## src/design/assert_macros.svh

```systemverilog
// Assertion macros for the design files, used by k_nearest_neighbour_select.
// Needs no other file; include it inside a module body.
`ifndef ASSERT_MACROS_SVH
`define ASSERT_MACROS_SVH

// Checks prop at every rising clock edge outside reset.
`define ASSERT_CLK(lbl, clk, rst_n, prop, msg) \
  lbl: assert property (@(posedge clk) disable iff (!rst_n) prop) \
    else $error(msg);

// Checks that cond never holds at a rising clock edge outside reset.
`define ASSERT_NEVER(lbl, clk, rst_n, cond, msg) \
  `ASSERT_CLK(lbl, clk, rst_n, !(cond), msg)

`endif

```

## src/design/knn_dist.sv

```systemverilog
// Three-stage squared-distance pipeline between a request and the query point.
// Depends on nothing outside this file.
module knn_dist #(
  parameter int unsigned CW = 16
) (
  input  logic            clk_i,
  input  logic            rst_ni,
  input  logic            vld_i,
  input  logic [CW-1:0]   x_i,
  input  logic [CW-1:0]   y_i,
  input  logic            last_i,
  input  logic [CW-1:0]   qx_i,
  input  logic [CW-1:0]   qy_i,
  output logic            vld_o,
  output logic            ins_o,
  output logic            last_o,
  output logic [CW-1:0]   x_o,
  output logic [CW-1:0]   y_o,
  output logic [2*CW:0]   d_o
);

  logic [2:0]          vld_q;
  logic [2:0]          ins_q;
  logic [2:0]          last_q;
  logic [CW-1:0]       x1_q, y1_q, x2_q, y2_q, x3_q, y3_q;
  logic [CW-1:0]       dx_q, dy_q, dx_d, dy_d;
  logic [2*CW-1:0]     sqx_q, sqy_q;
  logic [2*CW:0]       d_q;

  assign dx_d = (x_i >= qx_i) ? (x_i - qx_i) : (qx_i - x_i);
  assign dy_d = (y_i >= qy_i) ? (y_i - qy_i) : (qy_i - y_i);

  always_ff @(posedge clk_i or negedge rst_ni) begin
    if (!rst_ni) begin
      vld_q  <= '0;
      ins_q  <= '0;
      last_q <= '0;
    end else begin
      vld_q  <= {vld_q[1:0], vld_i};
      ins_q  <= {ins_q[1:0], vld_i && !((x_i == qx_i) && (y_i == qy_i))};
      last_q <= {last_q[1:0], vld_i && last_i};
    end
  end

  always_ff @(posedge clk_i) begin
    dx_q  <= dx_d;
    dy_q  <= dy_d;
    x1_q  <= x_i;
    y1_q  <= y_i;
    sqx_q <= dx_q * dx_q;
    sqy_q <= dy_q * dy_q;
    x2_q  <= x1_q;
    y2_q  <= y1_q;
    d_q   <= {1'b0, sqx_q} + {1'b0, sqy_q};
    x3_q  <= x2_q;
    y3_q  <= y2_q;
  end

  assign vld_o  = vld_q[2];
  assign ins_o  = ins_q[2];
  assign last_o = last_q[2];
  assign x_o    = x3_q;
  assign y_o    = y3_q;
  assign d_o    = d_q;

endmodule

```

## config.mk

```make
export PLATFORM = sky130hd
export DESIGN_NAME = knn_dist
export DESIGN_NICKNAME = d
export VERILOG_FILES = /design/src/design/assert_macros.svh /design/src/design/knn_dist.sv
export SDC_FILE = /design/constraint.sdc
export NUM_CORES = 1
export LEC_CHECK = 0
export BUFFER_PORTS_ARGS = -buffer_cell sky130_fd_sc_hd__buf_2
export CAP_MARGIN = 20
export CORE_MARGIN = 3
export CORE_UTILIZATION = 45
export DETAILED_ROUTE_END_ITERATION = 7
export PLACE_DENSITY = 0.68
export SYNTH_ARGS = -nofsm -noshare
export SYNTH_HDL_FRONTEND = slang
export SYNTH_SLANG_ARGS = --single-unit
```

## constraint.sdc

```tcl
create_clock -name clk_i -period 9.6 [get_ports clk_i]
set_input_delay 0 -clock clk_i [delete_from_list [all_inputs] [get_ports clk_i]]
set_output_delay 0 -clock clk_i [all_outputs]
set_load 0.005 [all_outputs]
```

**After elaboration in Yosys (flattened, before gate mapping)**

Index checks and enable logic that the tools add are counted.

- Input port bits: 68
- Output and inout port bits: 68
- Register bits after elaboration: 234
- Logic and storage cells: 31

- Multiply operators: 2
- Add/sub/neg operators: 5
- Muxes and demuxes: 2
- Order comparisons: 2
- Equal/unequal tests: 2
- Reduce and logical (&&, ||, !) cells: 4

Operators by type and width:

| kind | number |
|---|---|
| $mul 16x16->32 | 2 |
| $sub 16x16->16 | 4 |
| $add 32x32->33 | 1 |
| $eq 16x16->1 | 2 |
| $ge 16x16->1 | 2 |
| $mux 16 | 2 |
| $logic_and 1x1->1 | 3 |
| $logic_not 1->1 | 1 |

**Logic depth before layout (Yosys ltp)**

Gate-level depths: netlist of the first run.

- Word-level depth: 4
- Depth in mapped cells: 25
- Depth with buffers taken out: 24

**Worst setup path before layout of the first run**

OpenSTA, ideal clock, no wires.

- Path type: register to register
- From: register dx_q[4]
- To: register sqx_q[28]
- Arrival: 5.938 ns
- Cell stages (with the launch flop): 25
- Required time: 9.482 ns
- Slack: 3.544 ns
- Library setup time: 0.118 ns
- Path buffers: 2
- Period minus slack after synthesis: 6.056 ns
- Cells stage by stage: dfxtp_1 -> clkbuf_1 -> clkbuf_1 -> nand2_1 -> fa_1 -> inv_1 -> fa_1 -> inv_1 -> fa_1 -> inv_1 -> fa_1 -> fa_1 -> inv_1 -> fa_1 -> inv_1 -> ha_1 -> a21o_1 -> a21oi_1 -> inv_1 -> or3_1 -> o31ai_1 -> a21oi_1 -> a2111oi_0 -> a21oi_1 -> xnor2_1

- Word-level cells in the longest chain between the ends: 1

Ends and longest elaborated chain:

| item | line | source |
|---|---|---|
| start: declaration | knn_dist.sv:26 | `logic [CW-1:0] dx_q, dy_q, dx_d, dy_d;` |
| start signal: assignment | knn_dist.sv:46 | `dx_q <= dx_d;` |
| $mul 16x16->32 | knn_dist.sv:50 | `sqx_q <= dx_q * dx_q;` |
| end signal: assignment | knn_dist.sv:50 |  |
| end: declaration | knn_dist.sv:27 | `logic [2*CW-1:0] sqx_q, sqy_q;` |

Every way passes these cells.

**Final worst setup path of the first run**

- From: register dx_q[2]
- To: register sqx_q[28]

The elaborated chain is that of the path after synthesis.

==> results of run 1 <==
==> path summary, 6_finish.rpt <==
kind / start / end / slack (ns) / cells past startpoint
hold / removal: qx_i[13] / dx_q[15] / 0.06 / 6
max in group asynchronous: rst_ni / last_q[2] / 8.91 / 3
setup reg to reg: dx_q[2] / sqx_q[28] / 2.85 / 23
hold reg to reg: x1_q[8] / x2_q[8] / 0.32 / 0
setup / recovery: dx_q[2] / sqx_q[28] / 2.85 / 23
min in group asynchronous: rst_ni / ins_q[1] / 0.42 / 3
==> sequential cells by signal, summed over array words and instances, names as in the netlist <==
| signal | cells |
|---|---|
| d_o | 33 |
| sqx_q | 31 |
| sqy_q | 31 |
| dx_q | 16 |
| dy_q | 16 |
| x1_q | 16 |
| x2_q | 16 |
| x_o | 16 |
| y1_q | 16 |
| y2_q | 16 |
| y_o | 16 |
| ins_q | 3 |
| last_q | 3 |
| vld_q | 3 |
==> routing by layer <==
metal,GRT usage,vias up,share of wire
li1,-,8179,-
met3,0.0244,107,0.053
met1,0.254,8416,0.44
met2,0.325,447,0.48
met4,0.0599,0,0.030
met5,0,-,0
==> through the flow <==
stage          hold WS [ns]  cells  instance area (µm²)
3_3_place_gp         -0.154   3271                24800
3_5_place_dp         -0.144   3271                24800
5_1_grt              0.0816   3387                26500
6_report             0.0559   3387                26500
4_1_cts              0.0166   3387                26500
2_1_floorplan        -0.296   2516                23500
==> final cells by class <==
cell class                 instances  area [µm²]
clock buffer                      37         773
clock inverter                    11         195
fill                            4746       25000
inverter                         590        2210
multi-input combinational       1631       16400
sequential                       232        4690
tap                              680         851
timing repair buffer             206        1380
==> Yosys cell counts, types with 5 or more instances <==
library cell and count:
sky130_fd_sc_hd__xnor2_1 77, sky130_fd_sc_hd__a21o_1 71, sky130_fd_sc_hd__clkbuf_1 56, sky130_fd_sc_hd__a31oi_1 11, sky130_fd_sc_hd__o21bai_1 13, sky130_fd_sc_hd__a31o_2 6
sky130_fd_sc_hd__nor2_1 99, sky130_fd_sc_hd__or2_2 6, sky130_fd_sc_hd__ha_1 293, sky130_fd_sc_hd__a21boi_0 5, sky130_fd_sc_hd__o21ai_1 8, sky130_fd_sc_hd__o31ai_1 8
sky130_fd_sc_hd__a21oi_1 109, sky130_fd_sc_hd__nand4_1 20, sky130_fd_sc_hd__fa_1 328, sky130_fd_sc_hd__nor2b_1 27, sky130_fd_sc_hd__and3_1 11, sky130_fd_sc_hd__nand2b_1 15
sky130_fd_sc_hd__dfrtp_1 9, sky130_fd_sc_hd__inv_1 590, sky130_fd_sc_hd__o21ai_0 55, sky130_fd_sc_hd__dfxtp_1 223, sky130_fd_sc_hd__nand2_1 192, sky130_fd_sc_hd__nor3_1 16
sky130_fd_sc_hd__xor2_1 45, sky130_fd_sc_hd__nand3_1 19, sky130_fd_sc_hd__and2_1 80, sky130_fd_sc_hd__or3_1 6, sky130_fd_sc_hd__o211ai_1 5, sky130_fd_sc_hd__o21a_1 12
sky130_fd_sc_hd__a211oi_1 8, sky130_fd_sc_hd__mux2i_1 15
==> worst max-delay path: stages (launching register included) <==
cell                        delay [ns]
sky130_fd_sc_hd__dfxtp_1          0.71
sky130_fd_sc_hd__and2_1           0.28
sky130_fd_sc_hd__inv_1            0.08
sky130_fd_sc_hd__fa_1             0.50
sky130_fd_sc_hd__inv_1            0.06
sky130_fd_sc_hd__fa_1             0.54
sky130_fd_sc_hd__inv_1            0.06
sky130_fd_sc_hd__fa_1             0.38
sky130_fd_sc_hd__inv_1            0.08
sky130_fd_sc_hd__fa_1             0.44
sky130_fd_sc_hd__fa_1             0.54
sky130_fd_sc_hd__inv_1            0.05
sky130_fd_sc_hd__fa_1             0.47
sky130_fd_sc_hd__inv_1            0.04
sky130_fd_sc_hd__ha_1             0.34
sky130_fd_sc_hd__a21o_1           0.20
sky130_fd_sc_hd__a21oi_1          0.15
sky130_fd_sc_hd__inv_1            0.07
sky130_fd_sc_hd__or3_1            0.30
sky130_fd_sc_hd__o31ai_1          0.43
sky130_fd_sc_hd__a21oi_1          0.22
sky130_fd_sc_hd__a2111oi_0        0.46
sky130_fd_sc_hd__a21oi_1          0.10
sky130_fd_sc_hd__xnor2_1          0.14
==> timing repair <==
item,in CTS,in global routing
hold buffers,68,0
resized for setup,0,0
endpoints found under the hold margin,73,0
==> logic make-up (layout without fill, tap and decap cells) <==
kind of cell	after synthesis	count (layout)	share of synthesized area
fa+ha+maj	621	621	0.435
compound gates	357	357	0.100
simple gates	511	511	0.106
xor+xnor	122	122	0.0454
flops	232	232	0.199
mux	20	20	0.00893
buf+inv	653	844	0.105
==> layout by cell type, fill, tap and decap left out, types with 77 or more instances in the layout <==
cell type and count:
sky130_fd_sc_hd__inv_1 590, sky130_fd_sc_hd__fa_1 328, sky130_fd_sc_hd__ha_1 293, sky130_fd_sc_hd__dfxtp_1 223
sky130_fd_sc_hd__nand2_1 192, sky130_fd_sc_hd__buf_2 135, sky130_fd_sc_hd__a21oi_1 109, sky130_fd_sc_hd__nor2_1 99
sky130_fd_sc_hd__and2_1 80, sky130_fd_sc_hd__xnor2_1 77
==> reports/qor.log, run 1 <==
INFO  logic_synthesis synth_edf_count=0
INFO  logic_synthesis ys.flop_type=sky130_fd_sc_hd__dfxtp_1
INFO  floorplan      row_count=83
INFO  timing         postLayoutSetupSlackWorst=2.85ns
INFO  routing        wl=51.8mm
INFO  placement      dp_slack=2.88ns
INFO  finish         antenna-diode-count=0
INFO  clocking       htree_num_levels=1
INFO  floorplan      design.die.area=55100µm²
INFO  floorplan      floorplan.die.height=235µm
INFO  clocking       clk_pin_slew_worst_paths=0.06ns
INFO  clocking       tritoncts_num_sinks=232
INFO  timing         rsz_0062_raised_after_global_routing=false
INFO  job            cap_viol_max_count=0
INFO  grt            global_route.usage.total=0.191
INFO  timing         finalSetupViolations=0
INFO  outcome        run_status=completed
INFO  clocking       cts_tree=yes
INFO  finish         finalNetCount=3376
INFO  timing         finalClockSkew=0.0110ns
INFO  logic_synthesis yosysWarnings=0
INFO  setup_path     timing.setup.critical_path_class=flop to flop
INFO  finish         final_core_util=0.514
INFO  routing        detailedRoute.firstIterationViolations=799
INFO  timing         max-slew-margin-rel=0.362
INFO  placement      finalWeightedCongestion=0.886
INFO  logic_synthesis library_cells_used_by_synthesis=77
INFO  routing        drcViolationCount=0
INFO  grt            global_route_wire_length_before_repair=87.8mm
INFO  logic_synthesis synth_area_leaders=sky130_fd_sc_hd__fa_1, sky130_fd_sc_hd__dfxtp_1, sky130_fd_sc_hd__ha_1
INFO  logic_synthesis syn-instance-count=2516
INFO  timing         timing.final.max_slew_violations=0
INFO  grt            number_of_global_route_vias_before_repair=18500
INFO  clocking       clockBufferDepth=3
INFO  logic_synthesis postSynthAreaPerCell=9.35µm²
INFO  clocking       cts_made_buffers=26
INFO  routing        dr_total_vias=17100
INFO  logic_synthesis synth_seq_cells=232
INFO  floorplan      die_width=235µm
INFO  logic_synthesis yosys.area.top_type_share=0.279
INFO  setup_path     path_max_fanout=17
INFO  min_path       hold_path.class=input port to flop
INFO  clocking       clkLatencyLatePin=0.55ns
INFO  timing         final.setup.tns=0ns
INFO  grt            antenna_found_initial=4
INFO  routing        ant_nets=0
INFO  finish         layout-area-overhead-vs-synth=12.5%
INFO  logic_synthesis post_synth_instance_area=23500µm²
INFO  placement      number_of_port_buffers=135
INFO  placement      dp_hpwl=41.7mm
INFO  floorplan      io_pins=136
INFO  grt            globalRoute.totalOverflow=0
INFO  logic_synthesis post-synth-top-area-cell=sky130_fd_sc_hd__fa_1
INFO  floorplan      core_area=51500µm²
INFO  grt            grt_max_degree=26
INFO  setup_path     cp.arrival=7.18ns
INFO  logic_synthesis synth_sequential_area_ratio=0.199
INFO  timing         report.final.hold_viol_count=0
INFO  logic_synthesis mappedNetlistNets=3205
INFO  timing         max_slew.worst_pin.slew=0.956ns
INFO  timing         timing.final.crit_period=6.75ns
INFO  clocking       post-cts-setup-buffer-count=0
INFO  clocking       root_buffer=sky130_fd_sc_hd__clkbuf_16
INFO  routing        detail_routed_via_count_per_cell=5.06
INFO  routing        routedWlPerCell=15.3µm
INFO  routing        drt_pre_antenna_iters=5
INFO  setup_path     timing.critical_path.to_type=flop
INFO  timing         timing.final.crit_share=0.703
INFO  setup_path     critical_path.startpoint_type=flop
INFO  floorplan      initial_core_utilization=0.457
INFO  timing         max_freq=148MHz
INFO  logic_synthesis asyncSetResetFlopFracSynth=0.0388
INFO  finish         layout-drive-gt1-share=0.0802
INFO  setup_path     timing.critical_path.required=10.04ns
Power of run 1 is not shown: default switching activity piles up to over one toggle a cycle in this logic, so the estimate is an artifact.
==> inputs of run 2 (changes only) <==
==> constraint.sdc (replaced) <==
create_clock -name clk_i -period 6.7 [get_ports clk_i]
set_input_delay 0 -clock clk_i [delete_from_list [all_inputs] [get_ports clk_i]]
set_output_delay 0 -clock clk_i [all_outputs]
set_load 0.005 [all_outputs]
==> reports/qor.log, run 2 (synthesis results as in run 1) <==
INFO  outcome        run_status=completed
INFO  finish         sequential_cell_area=4690µm²
INFO  placement      finalWeightedCongestion=0.920
INFO  setup_path     critical_path.startpoint=dx_q[12]
INFO  setup_path     critical_path.startpoint_type=flop
INFO  clocking       cts_made_buffers=27
INFO  floorplan      design.die.area=55100µm²
INFO  routing        routedWlPerCell=15.6µm
INFO  routing        drt_pre_antenna_iters=6
INFO  setup_path     worst_reg2reg_setup_slack=0.36ns
INFO  finish         area_taken_by_multi_input_logic_gates=16400µm²
INFO  placement      dp_slack=0.282ns
INFO  floorplan      core_area=51500µm²
INFO  floorplan      initial_core_utilization=0.457
INFO  grt            number_of_global_route_vias_before_repair=18700
INFO  placement      dp_hpwl=43.5mm
INFO  clocking       tritoncts_num_sinks=232
INFO  timing         max_freq=158MHz
INFO  timing         timing.final.crit_share=0.946
INFO  grt            global_route.usage.total=0.197
INFO  routing        dr_total_vias=17300
INFO  grt            antenna_found_initial=3
INFO  setup_path     timing.setup.critical_path_class=flop to flop
INFO  timing         final.setup.tns=0ns
INFO  setup_path     timing.critical_path.required=7.13ns
INFO  floorplan      die_width=235µm
INFO  setup_path     path_max_fanout=9
INFO  grt            globalRoute.totalOverflow=0
INFO  routing        wl=53.3mm
INFO  clocking       clockBufferDepth=3
INFO  floorplan      row_count=83
INFO  finish         layout_common_cells=sky130_fd_sc_hd__inv_1, sky130_fd_sc_hd__fa_1, sky130_fd_sc_hd__ha_1
INFO  setup_path     worstRegToRegCells=21
INFO  finish         finalInstanceArea=26600µm²
INFO  timing         max-slew-margin-rel=0.505
INFO  routing        drcViolationCount=0
INFO  clocking       cts_tree=yes
INFO  timing         finalClockSkew=0.0131ns
INFO  timing         timing.final.crit_period=6.34ns
INFO  clocking       root_buffer=sky130_fd_sc_hd__clkbuf_16
INFO  floorplan      io_pins=136
INFO  grt            global_route_wire_length_before_repair=90.5mm
INFO  setup_path     r2r-start=dx_q[12]
INFO  clocking       clk_pin_slew_worst_paths=0.07ns
INFO  clocking       clkLatencyLatePin=0.55ns
INFO  routing        detailedRoute.firstIterationViolations=894
INFO  routing        ant_nets=0
INFO  floorplan      floorplan.die.height=235µm
INFO  timing         timing.final.max_slew_violations=0
INFO  finish         layout-area-overhead-vs-synth=13.0%
INFO  timing         max_slew.worst_pin.slew=0.741ns
INFO  routing        detail_routed_via_count_per_cell=5.07
INFO  timing         postLayoutSetupSlackWorst=0.361ns
INFO  finish         final_common_cell=sky130_fd_sc_hd__inv_1
INFO  setup_path     timing.critical_path.to_type=flop
INFO  setup_path     cp.arrival=6.77ns
INFO  min_path       hold_path.class=input port to flop
INFO  setup_path     worst_setup_path_endpoint=sqx_q[29]
INFO  clocking       htree_num_levels=1
INFO  timing         finalSetupViolations=0
INFO  setup_path     regToRegEndpoint=sqx_q[29]
INFO  finish         layout-drive-gt1-share=0.0931
INFO  finish         n_fill_cell=4828
INFO  finish         finalNetCount=3398
INFO  finish         largest_register_ffs=33
INFO  placement      placed_area=25000µm²
INFO  job            cap_viol_max_count=0
INFO  timing         rsz_0062_raised_after_global_routing=false
INFO  placement      number_of_port_buffers=135
INFO  grt            grt_max_degree=26
INFO  timing         report.final.hold_viol_count=0
==> run 2: changes by cell type in the layout (fill, tap and decap cells not counted), moves of 2 or more <==
cell,previous run,this run
sky130_fd_sc_hd__a2111oi_0,4,2
sky130_fd_sc_hd__a2111oi_1,0,2
sky130_fd_sc_hd__buf_4,3,33
sky130_fd_sc_hd__clkbuf_1,4,2
sky130_fd_sc_hd__clkbuf_8,6,3
sky130_fd_sc_hd__clkinv_2,2,8
sky130_fd_sc_hd__clkinv_4,4,2
sky130_fd_sc_hd__dfxtp_1,223,220
sky130_fd_sc_hd__dfxtp_2,0,3
sky130_fd_sc_hd__diode_2,0,3
sky130_fd_sc_hd__dlygate4sd3_1,68,59
sky130_fd_sc_hd__inv_6,0,2
==> run 2: final cells by class <==
class	instances	area share
Multi-Input combinational cell	1631	0.616
Sequential cell	232	0.177
Inverter	590	0.0833
Timing Repair Buffer	227	0.0569
Tap cell	680	0.0320
Clock buffer	32	0.0272
Clock inverter	17	0.00762
Antenna cell	3	0.000282
==> run 2: repair_timing <==
item / CTS / global route
setup endpoints to repair: 0 / 3
endpoints found under the hold margin: 65 / 0
resized for setup: 0 / 6
buffers inserted: 0 / 0
hold buffers: 59 / 0
==> run 2: worst min path at each step <==
| stage | startpoint | slack (ns) | end | depth (start not counted) |
|---|---|---|---|---|
| floorplan | rst_ni | -0.30 | ins_q[0] | 0 |
| global placement | rst_ni | -0.15 | last_q[0] | 1 |
| detailed placement | rst_ni | -0.15 | last_q[0] | 1 |
| CTS | qx_i[11] | 0.004 | dx_q[13] | 5 |
| global route | qx_i[2] | 0.07 | dx_q[2] | 4 |
| finish | qx_i[11] | 0.04 | dx_q[13] | 5 |
==> run 2: metrics by stage <==
step	utilization	hold slack (ns)	std cells
2_1_floorplan	-	-0.296	2516
3_3_place_gp	0.486	-0.153	3301
3_5_place_dp	0.486	-0.147	3301
4_1_cts	0.516	0.00367	3409
5_1_grt	0.516	0.0711	3409
6_report	0.516	0.0387	3412
==> run 2: worst max-delay path, stage by stage (launching register included) <==
cell and delay [ns]:
sky130_fd_sc_hd__dfxtp_1 0.58, sky130_fd_sc_hd__buf_4 0.22, sky130_fd_sc_hd__nand2_1 0.12, sky130_fd_sc_hd__fa_1 0.57, sky130_fd_sc_hd__inv_1 0.06, sky130_fd_sc_hd__fa_1 0.56
sky130_fd_sc_hd__fa_1 0.46, sky130_fd_sc_hd__fa_1 0.51, sky130_fd_sc_hd__fa_1 0.50, sky130_fd_sc_hd__inv_1 0.06, sky130_fd_sc_hd__fa_1 0.48, sky130_fd_sc_hd__inv_1 0.05
sky130_fd_sc_hd__ha_1 0.38, sky130_fd_sc_hd__a21oi_1 0.18, sky130_fd_sc_hd__o21a_1 0.14, sky130_fd_sc_hd__o21ai_0 0.12, sky130_fd_sc_hd__a31oi_1 0.18, sky130_fd_sc_hd__o21ai_1 0.14
sky130_fd_sc_hd__a2111oi_1 0.53, sky130_fd_sc_hd__o21a_1 0.18, sky130_fd_sc_hd__o21bai_1 0.07, sky130_fd_sc_hd__xor2_1 0.14
==> run 2: routing by layer <==
layer | vias up | wire length (µm) | global-route usage
met5 | - | 0 | 0
met4 | 0 | 1380 | 0.0518
met3 | 108 | 2890 | 0.0290
met2 | 447 | 25300 | 0.332
met1 | 8484 | 23700 | 0.267
li1 | 8246 | - | -
Power of run 2 is left out for the same reason.
