**src/design/assert_macros.svh**
```systemverilog
// Assertion macros for the design files, used by k_nearest_neighbour_select.
// Needs no other file; include it inside a module body.
`ifndef ASSERT_MACROS_SVH
`define ASSERT_MACROS_SVH

// Checks prop at every rising clock edge outside reset.
`define ASSERT_CLK(lbl, clk, rst_n, prop, msg) \
  lbl: assert property (@(posedge clk) disable iff (!rst_n) prop) \
    else $error(msg);

// Checks that cond never holds at a rising clock edge outside reset.
`define ASSERT_NEVER(lbl, clk, rst_n, cond, msg) \
  `ASSERT_CLK(lbl, clk, rst_n, !(cond), msg)

`endif

```
**src/design/knn_pkg.sv**
```systemverilog
// Package of the nearest-neighbor selector: field widths, register indexes,
// the k-count reset value and the control bundle of the sorting cells. Depends on nothing.
package knn_pkg;

  localparam int unsigned COORD_W = 16;
  localparam int unsigned DIST_W  = 33;
  localparam int unsigned RANK_W  = 4;
  localparam int unsigned KCNT_W  = 5;
  localparam int unsigned ADDR_W  = 4;
  localparam int unsigned DATA_W  = 32;

  localparam logic [1:0] REG_QUERY_X = 2'd0;
  localparam logic [1:0] REG_QUERY_Y = 2'd1;
  localparam logic [1:0] REG_K_COUNT = 2'd2;

  localparam logic [KCNT_W-1:0] K_COUNT_RST = 5'd1;

  typedef struct packed {
    logic clear;
    logic shift;
    logic insert;
  } knn_cell_ctl_t;

endpackage

```
**src/design/knn_cell.sv**
```systemverilog
// One slot of the sorted insertion chain: holds a neighbor and its distance.
// Depends on knn_pkg for the control bundle.
module knn_cell #(
  parameter int unsigned CW = 16,
  parameter int unsigned DW = 33
) (
  input  logic                   clk_i,
  input  logic                   rst_ni,
  input  knn_pkg::knn_cell_ctl_t ctl_i,
  input  logic [DW-1:0]          cand_d_i,
  input  logic [CW-1:0]          cand_x_i,
  input  logic [CW-1:0]          cand_y_i,
  input  logic                   lft_ins_i,
  input  logic [DW-1:0]          lft_d_i,
  input  logic [CW-1:0]          lft_x_i,
  input  logic [CW-1:0]          lft_y_i,
  input  logic                   lft_full_i,
  input  logic [DW-1:0]          rgt_d_i,
  input  logic [CW-1:0]          rgt_x_i,
  input  logic [CW-1:0]          rgt_y_i,
  input  logic                   rgt_full_i,
  output logic                   ins_o,
  output logic [DW-1:0]          d_o,
  output logic [CW-1:0]          x_o,
  output logic [CW-1:0]          y_o,
  output logic                   full_o
);
  import knn_pkg::*;

  logic [DW-1:0] d_q, d_d;
  logic [CW-1:0] x_q, x_d, y_q, y_d;
  logic          full_q, full_d;

  // The candidate belongs here or before this slot.
  assign ins_o = !full_q || (cand_d_i < d_q);

  always_comb begin
    d_d    = d_q;
    x_d    = x_q;
    y_d    = y_q;
    full_d = full_q;
    priority if (ctl_i.clear) begin
      full_d = 1'b0;
    end else if (ctl_i.shift) begin
      d_d    = rgt_d_i;
      x_d    = rgt_x_i;
      y_d    = rgt_y_i;
      full_d = rgt_full_i;
    end else if (ctl_i.insert && ins_o && !lft_ins_i) begin
      d_d    = cand_d_i;
      x_d    = cand_x_i;
      y_d    = cand_y_i;
      full_d = 1'b1;
    end else if (ctl_i.insert && ins_o) begin
      d_d    = lft_d_i;
      x_d    = lft_x_i;
      y_d    = lft_y_i;
      full_d = lft_full_i;
    end
  end

  always_ff @(posedge clk_i or negedge rst_ni) begin
    if (!rst_ni) begin
      full_q <= 1'b0;
    end else begin
      full_q <= full_d;
    end
  end

  always_ff @(posedge clk_i) begin
    d_q <= d_d;
    x_q <= x_d;
    y_q <= y_d;
  end

  assign d_o    = d_q;
  assign x_o    = x_q;
  assign y_o    = y_q;
  assign full_o = full_q;

endmodule

```
**config.mk**
```make
export PLATFORM = sky130hd
export DESIGN_NAME = knn_cell
export DESIGN_NICKNAME = d
export VERILOG_FILES = /design/src/design/assert_macros.svh /design/src/design/knn_pkg.sv /design/src/design/knn_cell.sv
export SDC_FILE = /design/constraint.sdc
export NUM_CORES = 1
export LEC_CHECK = 0
export BUFFER_PORTS_ARGS = -buffer_cell sky130_fd_sc_hd__buf_2
export CAP_MARGIN = 25
export CORE_ASPECT_RATIO = 0.5
export CORE_MARGIN = 8
export CORE_UTILIZATION = 42
export DETAILED_ROUTE_END_ITERATION = 10
export GPL_TIMING_DRIVEN = 0
export PLACE_DENSITY = 0.76
export SLEW_MARGIN = 15
export SYNTH_ARGS = -nofsm -noshare
export SYNTH_HDL_FRONTEND = slang
export SYNTH_SLANG_ARGS = --single-unit
```
**constraint.sdc**
```tcl
create_clock -name clk_i -period 6.05 [get_ports clk_i]
set_clock_uncertainty 0.05 [all_clocks]
set_input_delay 0.3025 -clock clk_i [delete_from_list [all_inputs] [get_ports clk_i]]
set_output_delay 0.3025 -clock clk_i [all_outputs]
set_load 0.05 [all_outputs]
```
Yosys cells after proc, flatten, opt, wreduce, memory -nomap -nowiden
Index checks and enable logic that the tools add are counted.
{"block": "op_classes", "muxes": 13, "n_reduce_logical": 8, "n_lt_le_gt_ge": 1, "n_bitwise": 1}
{"cell": "2-to-1 mux 33 bit", "count": 3}
{"cell": "2-to-1 mux 16 bit", "count": 6}
{"cell": "less-than comparator 33 bit", "count": 1}
{"cell": "2-to-1 mux 1 bit", "count": 4}
{"cell": "nonzero test 4 bit", "count": 1}
{"cell": "nonzero test 3 bit", "count": 1}
{"cell": "logical AND 1 bit", "count": 2}
{"cell": "zero test 1 bit", "count": 2}
{"cell": "AND reduction 2 bit", "count": 1}
{"cell": "logical OR 1 bit", "count": 1}
{"cell": "NOT 1 bit", "count": 1}
{"block": "word_totals", "in_bits": 203, "word_cells": 27, "output_inout_bits": 67, "ff_bits": 66}

Depth between registers and ports, before layout
Gate-level depths: netlist of the first run.
{"block": "logic_depth", "word_depth": 7, "mapped_depth": 11, "ltp_nobuf": 9}

Least setup slack after synthesis of the first run
Ideal clock, no wire load.
{"block": "synth_timing", "path_type": "reg-to-reg", "start": "register d_q[22], in the netlist d_o[22]", "end": "register d_q[0], in the netlist d_o[0], enable pin", "arrival_ns": 4.962, "path_buffers": 2, "slack_ns": 0.550, "stages_incl_launch_ff": 12, "t_required_ns": 5.512, "cell_sequence": "edfxtp_1 inv_1 ha_1 a21o_1 a21o_1 a221oi_2 nand3_1 nor2_1 buf_4 buf_4 nor3_1 nor2_1"}
{"block": "synth_via", "elab_chain_cells": 6}
{"element": "start: declaration", "line": "knn_cell.sv:30", "text": "logic [DW-1:0] d_q, d_d;"}
{"element": "start signal: assignment", "line": "knn_cell.sv:71", "text": "d_q <= d_d;"}
{"element": "less-than comparator 33 bit *", "line": "knn_cell.sv:35", "text": "assign ins_o = !full_q || (cand_d_i < d_q);"}
{"element": "logical OR 1 bit *", "line": "knn_cell.sv:35"}
{"element": "logical AND 1 bit *", "line": "knn_cell.sv:49, knn_cell.sv:54"}
{"element": "logical AND 1 bit", "line": "knn_cell.sv:49", "text": "end else if (ctl_i.insert && ins_o && !lft_ins_i) begin"}
{"element": "nonzero test 3 bit (no line) *"}
{"element": "AND reduction 2 bit (no line) *"}
Mark *: on every way between the ends. The rest lies on a longest branch, timed or not.
A chain may end at the register's enable or synchronous reset.

Final worst setup path of the first run
{"block": "layout_timing", "start": "register d_q[3], in the netlist d_o[3]", "end": "register x_q[7], in the netlist x_o[7], enable pin"}
{"block": "layout_via", "elab_chain_cells": 6}
{"element": "less-than comparator 33 bit *", "line": "knn_cell.sv:35"}
{"element": "logical OR 1 bit *", "line": "knn_cell.sv:35"}
{"element": "logical AND 1 bit *", "line": "knn_cell.sv:49, knn_cell.sv:54"}
{"element": "logical AND 1 bit", "line": "knn_cell.sv:49"}
{"element": "nonzero test 3 bit (no line) *"}
{"element": "AND reduction 2 bit (no line) *"}
{"element": "end signal: assignment", "line": "knn_cell.sv:72", "text": "x_q <= x_d;"}
{"element": "end: declaration", "line": "knn_cell.sv:31", "text": "logic [CW-1:0] x_q, x_d, y_q, y_d;"}
Marks and branches as above.

==> metrics.md, run 1 <==
| Metric | Value |
|---|---|
| CTS clk-pin slew, worst paths | `0.06 ns` |
| Vias in the first global route | `5,374` |
| Synthesized area per cell | `11.0 um^2` |
| Drt total wl | `18,700 um` |
| Largest net degree at the start of global routing | `21` |
| Cts repair resizes | `0` |
| Remaining Overflow, GRT | `0` |
| # fillers | `1,084` |
| Die area | `15,700 um^2` |
| Total track usage | `22.4%` |
| TNS Setup | `0 ns` |
| Most common cell on crit path | `buf_16` |
| Cell variety after synth | `31` |
| Placed cell area | `6560 um^2` |
| Root Buffer | `clkbuf_16` |
| Status | `complete, no violations` |
| First-pass GRT wire length | `28,300 um` |
| Worst Path Arrival | `3.94 ns` |
| Area delta synth->final | `39.4%` |
| WS Path Type | `flop to flop` |
| Initial core utilization | `42.3%` |
| Design area | `6870 um^2` |
| CTS tree | `yes` |
| Post-route ant nets | `0` |
| DR iter-0 viols | `353` |
| Most frequent cells in the layout | `273 x buf_2, 65 x nor4b_1, 65 x a311o_1, 65 x edfxtp_1, 64 x a22o_1` |
| CP Capture Type | `flop` |
| Initial antenna violation count | `0` |
| Worst hold path class | `primary input to flop` |
| Top_reg_cell synth | `edfxtp_1` |
| Final number of setup-violating endpoints | `0` |
| Via count | `5,310` |
| Yosys reg bits | `66` |
| DR WL/cell | `20.8 um` |
| Worst Path Required | `6.04 ns` |
| PwrDens | `254 nW/um^2` |
| Sink Count | `66` |
| CP max stage cell | `a211oi_1` |
| Num CTS Buffers | `9` |
| Hold Fails Final Rpt | `0` |
| Nets | `966` |
| Ant. Diodes | `0` |
| Tcrit/Tclk final | `65.3%` |
| Std-Cell Rows | `28` |
| Overall Power | `1.74 mW` |
| Commonest non-fill, non-tap cell in the layout | `buf_2` |
| Register area share after synthesis | `40.1%` |
| DRT Pass-1 Iters | `5` |
| Buf/Inv on CP | `6` |
| DP HPWL | `14,500 um` |
| Worst-margin pin slew | `0.676 ns` |
| Syn. warnings | `0` |
| Clock insertion delay at the later pin of the skew report | `0.33 ns` |
| Critical path startpoint category | `flop` |
| Leakage | `2.99 nW` |
| Relative slew slack | `54.9%` |
| CP top delay family | `buffers and inverters` |
| PortBufs | `268` |
| Chip height | `92.6 um` |
| Post-DR vias/cell | `5.90` |
| Worst-path maximum fanout | `20` |
| Maximum vdd ir drop | `0.135 mV` |
| Synthesized area | `4920 um^2` |
| Final min period | `3.95 ns` |
| Chip width | `169 um` |
| Share of layout cells above drive strength 1 | `41.2%` |
| Io pins | `270` |
| Post-synthesis net count | `683` |
| Core Box Area | `11,600 um^2` |
| Crit-path cells | `inv_1, ha_1, a21oi_1, nand2_1, a211oi_1, o221ai_2, nor2_1, buf_4, buf_4, nor3_1, nor2_4, buf_16, buf_16, buf_16` |
| Crit path largest cell delay | `0.49 ns` |
| Clock Path Buffers | `2` |
| Max-Cap Viols | `0` |
| Drc violations | `0` |
| Final core occ | `59.0%` |
| H-tree depth | `3` |
| Number of synthesized flops with an enable pin | `65` |
| Final slew viol count | `0` |
| RSZ-0062 raised after global routing | `false` |
| Syn Inst Count | `448` |
| Async SR Flop Fraction | `1.52%` |
| Fmax | `253 MHz` |
| Gpl congestion | `0.803` |
[kinds of logic after synthesis]
family / count (synthesis) / share of synthesized area [%]
simple gates: 102 / 15.2
buf+inv: 87 / 7.67
fa+ha+maj: 32 / 8.13
compound gates: 161 / 28.8
flops: 66 / 40.1
[worst paths after layout]
kind                            cells after the start            endpoint          startpoint  slack, ns
max in group asynchronous                           2  full_o$_DFFE_PN0P_              rst_ni       5.61
min in group asynchronous                           2  full_o$_DFFE_PN0P_              rst_ni       0.26
worst max register to register                     14    x_o[7]$_DFFE_PP_    d_o[3]$_DFFE_PP_       2.10
worst min-delay path                                2  full_o$_DFFE_PN0P_            ctl_i[2]       0.14
worst min register to register                      4  full_o$_DFFE_PN0P_  full_o$_DFFE_PN0P_       0.74
worst max-delay path                               14    x_o[7]$_DFFE_PP_    d_o[3]$_DFFE_PP_       2.10
[timing repair]
action | in CTS | in global routing
hold buffers | 1 | 0
buffers inserted | 0 | 0
endpoints found under the setup margin | 0 | 0
endpoints found under the hold margin | 1 | 0
[layout make-up]
cell class / instances / area [um^2] / area share (%)
Multi-Input combinational cell: 295 / 2580 / 37.5
Sequential cell: 66 / 1980 / 28.8
Timing Repair Buffer: 272 / 1430 / 20.9
Buffer: 50 / 239 / 3.48
Clock buffer: 9 / 225 / 3.28
Tap cell: 165 / 206 / 3.01
Inverter: 37 / 139 / 2.02
Clock inverter: 6 / 68.8 / 1.00
[routing by layer]
metal  wire, um  part of all wire, %  global-route usage [%]
met5          0                    0                       0
met4        475                  2.5                    8.19
met3       1440                  7.7                    5.69
met2       9280                   50                    38.5
met1       7540                   40                    27.1
[synth_stat cells (all sizes together) (2+ instances only)]
cell / n / area [um^2]
a211oi: 2 / 15.0
a22o: 64 / 561
nor4b: 65 / 569
nor3: 3 / 20.0
o21ai: 8 / 43.8
a221oi: 2 / 23.8
a21oi: 13 / 65.1
edfxtp: 65 / 1950
nand2: 12 / 45.0
a311o: 65 / 651
inv: 37 / 139
ha: 32 / 400
nand4: 5 / 31.3
a21o: 4 / 30.0
nor2: 7 / 26.3
nor2b: 3 / 18.8
buf: 12 / 96.3
nand3: 5 / 25.0
clkbuf: 38 / 143
[registers in the layout (all words and copies together), names as in the netlist]
name and flops:
d_o 33, x_o 16, y_o 16, full_o 1
[stage by stage]
step / instances / setup WS, ns / hold WS, ns
2_1_floorplan: 448 / 0.550 / -0.0431
3_3_place_gp: 881 / -1.27 / 0.0277
3_5_place_dp: 884 / 2.06 / 0.0288
4_1_cts: 900 / 2.10 / 0.127
5_1_grt: 900 / 1.87 / 0.126
6_report: 900 / 2.10 / 0.140
[worst reg2reg max path, cell delays in order, from the launching register on]
cell,delay [ns]
edfxtp_1,0.38
inv_1,0.07
ha_1,0.24
a21oi_1,0.15
nand2_1,0.06
a211oi_1,0.49
o221ai_2,0.20
nor2_1,0.39
buf_4,0.26
buf_4,0.21
nor3_1,0.09
nor2_4,0.46
buf_16,0.23
buf_16,0.18
buf_16,0.18
[where the power goes]
part           leakage [nW]  switching, mW  internal, mW
combinational          2.22          0.408         0.224
sequential            0.644         0.0181         0.568
clock                 0.130          0.207         0.317
Note: power is estimated with default switching activity, not from simulation.
==> run 2, diff against run 1 <==
Clock period 6.05 ns to 4 ns, I/O delays scaled along.
==> run 2 against run 1 <==
Net effect:
- critical path depth decreased by 1
- total power increased by 46%
- clock-buffer cell count increased by 1
- clock power increased by 34%
- final cell count increased by 0.11%
- worst setup slack got worse by 1.6 ns
- core utilization decreased by 0.60 points
- critical path type unchanged
- via count decreased by 1.5%
==> metrics.md, run 2 (synthesis gave the netlist of run 1 again) <==
| Metric | Value |
|---|---|
| Post-DR vias/cell | `5.80` |
| Initial core utilization | `42.3%` |
| Worst Path Required | `3.98 ns` |
| Core Box Area | `11,600 um^2` |
| Sink Count | `66` |
| CTS clk-pin slew, worst paths | `0.06 ns` |
| Sequential share of power | `34.9%` |
| Switching Fraction | `36.9%` |
| Max reg flops | `33` |
| Worst-path maximum fanout | `27` |
| DRT Pass-1 Iters | `5` |
| Pre-CTS WS | `0.220 ns` |
| PwrDens | `373 nW/um^2` |
| CTS tree | `yes` |
| Clock power share | `27.7%` |
| CP top delay family | `buffers and inverters` |
| DP HPWL | `14,400 um` |
| PortBufs | `268` |
| Std-Cell Rows | `28` |
| Status | `complete, no violations` |
| Worst r2r path cells | `13` |
| RSZ-0062 raised after global routing | `false` |
| DR WL/cell | `20.7 um` |
| Overall Power | `2.54 mW` |
| Leakage | `2.98 nW` |
| Buf/Inv on CP | `5` |
| Area of the multi-input gates | `2580 um^2` |
| Share of layout cells above drive strength 1 | `40.9%` |
| Clock insertion delay at the later pin of the skew report | `0.33 ns` |
| Relative slew slack | `60.4%` |
| H-tree depth | `3` |
| Commonest non-fill, non-tap cell in the layout | `buf_2` |
| Final min period | `3.48 ns` |
| Vias in the first global route | `5,382` |
| Initial antenna violation count | `0` |
| Total track usage | `22.7%` |
| Final number of setup-violating endpoints | `0` |
| Remaining Overflow, GRT | `0` |
| Psw | `0.935 mW` |
| Storage cell area | `1980 um^2` |
| Gpl congestion | `0.851` |
| Cell internal pwr | `1.60 mW` |
| Crit-path cells | `inv_1, ha_1, a21oi_1, nand2_1, a211oi_1, o221ai_2, nor2_1, buf_4, buf_4, nor3_1, nor2_4, buf_12, buf_12` |
| Post-route ant nets | `0` |
| Worst path depth | `13` |
| Setup ws final | `0.518 ns` |
| Fmax | `287 MHz` |
| Maximum vdd ir drop | `0.192 mV` |
| Worst-margin pin slew | `0.594 ns` |
| Nets | `967` |
| CP max stage cell | `a211oi_1` |
| WS Path Type | `flop to flop` |
| Comb power frac | `37.4%` |
| Clock Path Buffers | `2` |
| Placed cells | `883` |
| Io pins | `270` |
| Die area | `15,700 um^2` |
| Num CTS Buffers | `9` |
| Tcrit/Tclk final | `87.1%` |
| Final non-filler cell total | `901` |
| Largest net degree at the start of global routing | `28` |
| Final slew viol count | `0` |
| Hold Fails Final Rpt | `0` |
| Chip height | `92.6 um` |
| Worst hold path class | `primary input to flop` |
| First-pass GRT wire length | `28,600 um` |
| Worst hold path depth | `2` |
| Worst Path Arrival | `3.46 ns` |
| Via count | `5,228` |
| Drt total wl | `18,700 um` |
| Drc violations | `0` |
| CP Capture Type | `flop` |
| Ant. Diodes | `0` |
| Max-Cap Viols | `0` |
| DR iter-0 viols | `356` |
| Area delta synth->final | `38.0%` |
| # fillers | `1,074` |
| Crit path largest cell delay | `0.47 ns` |
| Critical path startpoint category | `flop` |
| Most frequent cells in the layout | `273 x buf_2, 65 x nor4b_1, 65 x a311o_1, 65 x edfxtp_1, 64 x a22o_1` |
| Root Buffer | `clkbuf_16` |
| Chip width | `169 um` |
run 2: cell types whose count changed in the layout (fill, tap and decap cells not counted), sizes merged:
| cell | before | now |
|---|---|---|
| clkinvlp | 4 | 0 |
| buf | 283 | 284 |
| bufinv | 1 | 0 |
| clkinv | 1 | 5 |
| clkbuf | 47 | 48 |
run 2: what timing repair did:
item	4_1_cts	5_1_grt
hold buffers	1	0
resized for setup	0	0
endpoints found under the hold margin	1	0
buffers inserted	0	2
setup endpoints to repair	0	27
run 2: power groups by stage:
| stage | combinational [mW] | sequential [mW] | clock [mW] |
|---|---|---|---|
| floorplan | 0.387 | 1.14 | 0 |
| global placement | 0.918 | 0.901 | 0 |
| detailed placement | 0.940 | 0.899 | 0 |
| CTS | 0.944 | 0.886 | 0.712 |
| global route | 1.02 | 0.893 | 0.743 |
| finish | 0.948 | 0.886 | 0.702 |
run 2: layout make-up:
cell class | count | share of cell area, %
multi-input cells | 295 | 37.9
flip-flops and latches | 66 | 29.1
well taps | 165 | 3.04
repair buffers | 273 | 20.7
plain buffers | 50 | 3.52
inverters | 37 | 2.04
clock buffers | 10 | 3.37
clock inverters | 5 | 0.331
run 2: worst paths after layout:
check                              startpoint            endpoint  slack [ns]
setup / recovery             d_o[3]$_DFFE_PP_    d_o[1]$_DFFE_PP_        0.52
hold / removal                       ctl_i[2]  full_o$_DFFE_PN0P_        0.04
setup reg to reg             d_o[3]$_DFFE_PP_    d_o[1]$_DFFE_PP_        0.52
hold reg to reg            full_o$_DFFE_PN0P_  full_o$_DFFE_PN0P_        0.73
max in group asynchronous              rst_ni  full_o$_DFFE_PN0P_        3.65
min in group asynchronous              rst_ni  full_o$_DFFE_PN0P_        0.17
run 2: stage by stage:
step / util [%] / TNS [ns] / instance area (um^2) / hold WS (ns)
after floorplan: - / 0 / 4930 / -0.146
after detailed placement: 56.1 / 0 / 6520 / -0.0730
after CTS: 58.3 / 0 / 6780 / 0.0318
after global placement: 55.7 / -29.09 / 6480 / -0.0752
final: 58.4 / 0 / 6800 / 0.0405
after global routing: 58.4 / 0 / 6800 / 0.0282
run 2: per-layer routing:
| layer | track usage, % | part of all wire [%] |
|---|---|---|
| met4 | 5.71 | 1.3 |
| met1 | 27.4 | 40 |
| met5 | 0 | 0 |
| met2 | 40.4 | 51 |
| met3 | 5.48 | 7.7 |
run 2: worst register-to-register path, cell delays in order (launching register included):
cell and delay, ns:
edfxtp_1 0.37, inv_1 0.07, ha_1 0.24, a21oi_1 0.15, nand2_1 0.07, a211oi_1 0.47
o221ai_2 0.20, nor2_1 0.36, buf_4 0.26, buf_4 0.21, nor3_1 0.09, nor2_4 0.19
buf_12 0.21, buf_12 0.22
==> run 3, diff against run 2 <==
--- a/config.mk
+++ b/config.mk
@@ -7,2 +7,3 @@
 export LEC_CHECK = 0
+export ABC_AREA = 1
 export BUFFER_PORTS_ARGS = -buffer_cell sky130_fd_sc_hd__buf_2
@@ -10,3 +11,3 @@
 export CORE_ASPECT_RATIO = 0.5
-export CORE_MARGIN = 8
+export CORE_MARGIN = 5
 export CORE_UTILIZATION = 42
@@ -14,3 +15,3 @@
 export GPL_TIMING_DRIVEN = 0
-export PLACE_DENSITY = 0.76
+export PLACE_DENSITY = 0.75
 export SLEW_MARGIN = 15
==> constraint.sdc (replaced) <==
create_clock -name clk_i -period 4 [get_ports clk_i]
set_clock_uncertainty 0.05 [all_clocks]
set_input_delay 0.6 -clock clk_i [delete_from_list [all_inputs] [get_ports clk_i]]
set_output_delay 0.6 -clock clk_i [all_outputs]
set_load 0.05 [all_outputs]
==> run 3 against run 2 <==
Net effect:
- synthesized cell count rose by 64%
- register-to-register slack improved by 0.39 ns
- largest cell class unchanged
- critical endpoint is now x_o[2]$_DFFE_PP_
- core utilization rose by 0.75 points
- global-route usage fell by 0.91 points
- largest power group is now sequential cells
==> metrics.md, run 3 <==
| Metric | Value |
|---|---|
| Status | `complete, no violations` |
| CP Capture Type | `flop` |
| Drc violations | `0` |
| Synthesized area per cell | `6.96 um^2` |
| Via count | `5,631` |
| Reg-to-Reg End | `x_o[2]$_DFFE_PP_` |
| Chip width | `166 um` |
| HP Start | `rgt_x_i[8]` |
| Storage cell area | `1980 um^2` |
| Cell variety after synth | `21` |
| Most common cell in the synthesized netlist | `nand2_1` |
| Final number of setup-violating endpoints | `0` |
| Top post-synthesis cells by count | `249 x nand2_1, 179 x inv_1, 67 x nand3_1` |
| Num CTS Buffers | `9` |
| Core Box Area | `11,900 um^2` |
| Leakage | `4.18 nW` |
| H-tree depth | `3` |
| Initial core utilization | `43.1%` |
| Worst Path Arrival | `3.08 ns` |
| Worst Path Required | `3.97 ns` |
| Placed cells | `1,173` |
| Drt total wl | `16,800 um` |
| Synth top area cells | `edfxtp_1 38%, nand2_1 18%, inv_1 13%, nand4_1 7.9%, ha_1 7.8%` |
| Max reg flops | `33` |
| Tcrit/Tclk final | `77.7%` |
| Critical path startpoint category | `primary input` |
| Register area share after synthesis | `38.6%` |
| Yosys reg bits | `66` |
| Cts repair resizes | `0` |
| Final slew viol count | `0` |
| Chip height | `88.1 um` |
| Post-synthesis net count | `971` |
| Max-Cap Viols | `0` |
| Root Buffer | `clkbuf_16` |
| Clock Path Buffers | `2` |
| Most frequent cells in the layout | `277 x buf_2, 249 x nand2_1, 179 x inv_1` |
| Share of layout cells above drive strength 1 | `29.7%` |
| RSZ-0062 raised after global routing | `false` |
| Post-route ant nets | `0` |
| Commonest non-fill, non-tap cell in the layout | `buf_2` |
| Number of synthesized flops with an enable pin | `65` |
| Vias in the first global route | `5,417` |
| Worst hold path depth | `3` |
| DRT Pass-1 Iters | `5` |
| Design area | `7030 um^2` |
| DR iter-0 viols | `390` |
| Std-Cell Rows | `28` |
| Clock insertion delay at the later pin of the skew report | `0.32 ns` |
| Total track usage | `21.8%` |
| Syn. warnings | `0` |
| Worst-path maximum fanout | `25` |
| Relative slew slack | `54.7%` |
| Async SR Flop Fraction | `1.52%` |
| Worst-margin pin slew | `0.677 ns` |
| WS Path Type | `primary input to flop` |
| Fmax | `322 MHz` |
| Placed cell area | `6770 um^2` |
| Worst hold path class | `primary input to flop` |
| CTS tree | `yes` |
| Remaining Overflow, GRT | `0` |
| Sink Count | `66` |
| Largest net degree at the start of global routing | `26` |
| Hold Fails Final Rpt | `0` |
| Reg2reg start | `d_o[31]$_DFFE_PP_` |
| DP HPWL | `13,400 um` |
| WHS Endpoint | `x_o[8]$_DFFE_PP_` |
| Final min period | `3.11 ns` |
| PwrDens | `318 nW/um^2` |
| Io pins | `270` |
| # fillers | `1,127` |
| Top-area cell type share of the netlist area | `38.1%` |
| Maximum vdd ir drop | `0.222 mV` |
| DR WL/cell | `14.1 um` |
| Initial antenna violation count | `0` |
| Ant. Diodes | `0` |
| CTS clk-pin slew, worst paths | `0.06 ns` |
| Synth area leader | `edfxtp_1` |
| Syn Inst Count | `736` |
| Worst R2R Setup Slack | `0.91 ns` |
| Area delta synth->final | `37.3%` |
| Nets | `1,255` |
| Worst r2r path cells | `16` |
| Area of the multi-input gates | `2270 um^2` |
| Die area | `14,600 um^2` |
| Post-CTS Setup Bufs | `0` |
| PortBufs | `269` |
| Top_reg_cell synth | `edfxtp_1` |
| Post-DR vias/cell | `4.74` |
| Synthesized area | `5120 um^2` |
| Gpl congestion | `0.923` |
| Final non-filler cell total | `1,189` |
| First-pass GRT wire length | `25,900 um` |
run 3: cell count changes after synthesis, sizes merged, moves of 3 or more:
cell    before  now
nor2         7   16
buf         12   23
nor4b       65    0
o21ai        8    1
nand4        5   65
a311o       65    0
inv         37  179
a22o        64    0
clkbuf      38   19
nor2b        3    0
nand2       12  250
nand3        5   68
nor3         3    0
run 3: report_power, final:
part           internal [mW]  switching, mW
sequential             0.828         0.0184
combinational          0.233          0.461
clock                  0.409          0.287
run 3: kinds of logic (layout without fill, tap and decap cells):
logic type,count (synthesis),count (layout),synth area share [%]
fa+ha+maj,32,32,7.82
simple gates,400,400,34.4
buf+inv,221,509,17.3
compound gates,17,17,1.86
flops,66,66,38.6
run 3: final cells by class:
class,instances,area share [%]
Multi-Input combinational cell,449,32.3
Sequential cell,66,28.1
Timing Repair Buffer,273,20.5
Inverter,179,9.56
Clock buffer,10,3.26
Buffer,42,3.03
Tap cell,165,2.94
Clock inverter,5,0.320
run 3: worst max-delay path by stage:
stage | cells after the start | end | slack, ns | startpoint
after detailed placement | 15 | x_o[12]$_DFFE_PP_ | 0.53 | cand_d_i[8]
after CTS | 14 | y_o[6]$_DFFE_PP_ | 0.86 | d_o[14]$_DFFE_PP_
final | 15 | x_o[2]$_DFFE_PP_ | 0.89 | cand_d_i[8]
after global placement | 13 | x_o[12]$_DFFE_PP_ | -0.29 | cand_d_i[8]
after floorplan | 14 | d_o[0]$_DFFE_PP_ | 0.56 | d_o[32]$_DFFE_PP_
after global routing | 16 | d_o[6]$_DFFE_PP_ | 0.60 | d_o[32]$_DFFE_PP_
run 3: stage by stage:
stage	TNS, ns	util, %	setup slack (ns)	power, mW	hold WS (ns)
finish	0	59.2	0.892	2.24	0.498
global route	0	59.2	0.604	2.36	0.498
CTS	0	59.2	0.858	2.25	0.490
detailed placement	0	57.0	0.534	1.55	0.327
global placement	-18.45	56.3	-0.287	1.53	0.326
floorplan	0	-	0.557	1.31	0.254
run 3: worst max-delay path: stages:
cell	delay [ns]
buf_2	0.11
ha_1	0.30
a21o_1	0.18
nor2_1	0.09
nand2_1	0.08
nand2_1	0.06
nand2_1	0.05
nand2_1	0.05
nand2_1	0.07
nand2_2	0.16
buf_6	0.18
nand2_1	0.11
a21oi_4	0.60
buf_16	0.23
buf_16	0.19
run 3: routing by layer:
metal,global-route usage (%),wire (um)
met1,25.6,7000
met2,41.6,8600
met3,5.32,1030
met4,4.19,185
met5,0,0
run 3: repair_timing:
item / 4_1_cts / 5_1_grt
hold buffers: 1 / 0
hold endpoints to repair: 1 / 0
setup endpoints to repair: 0 / 0
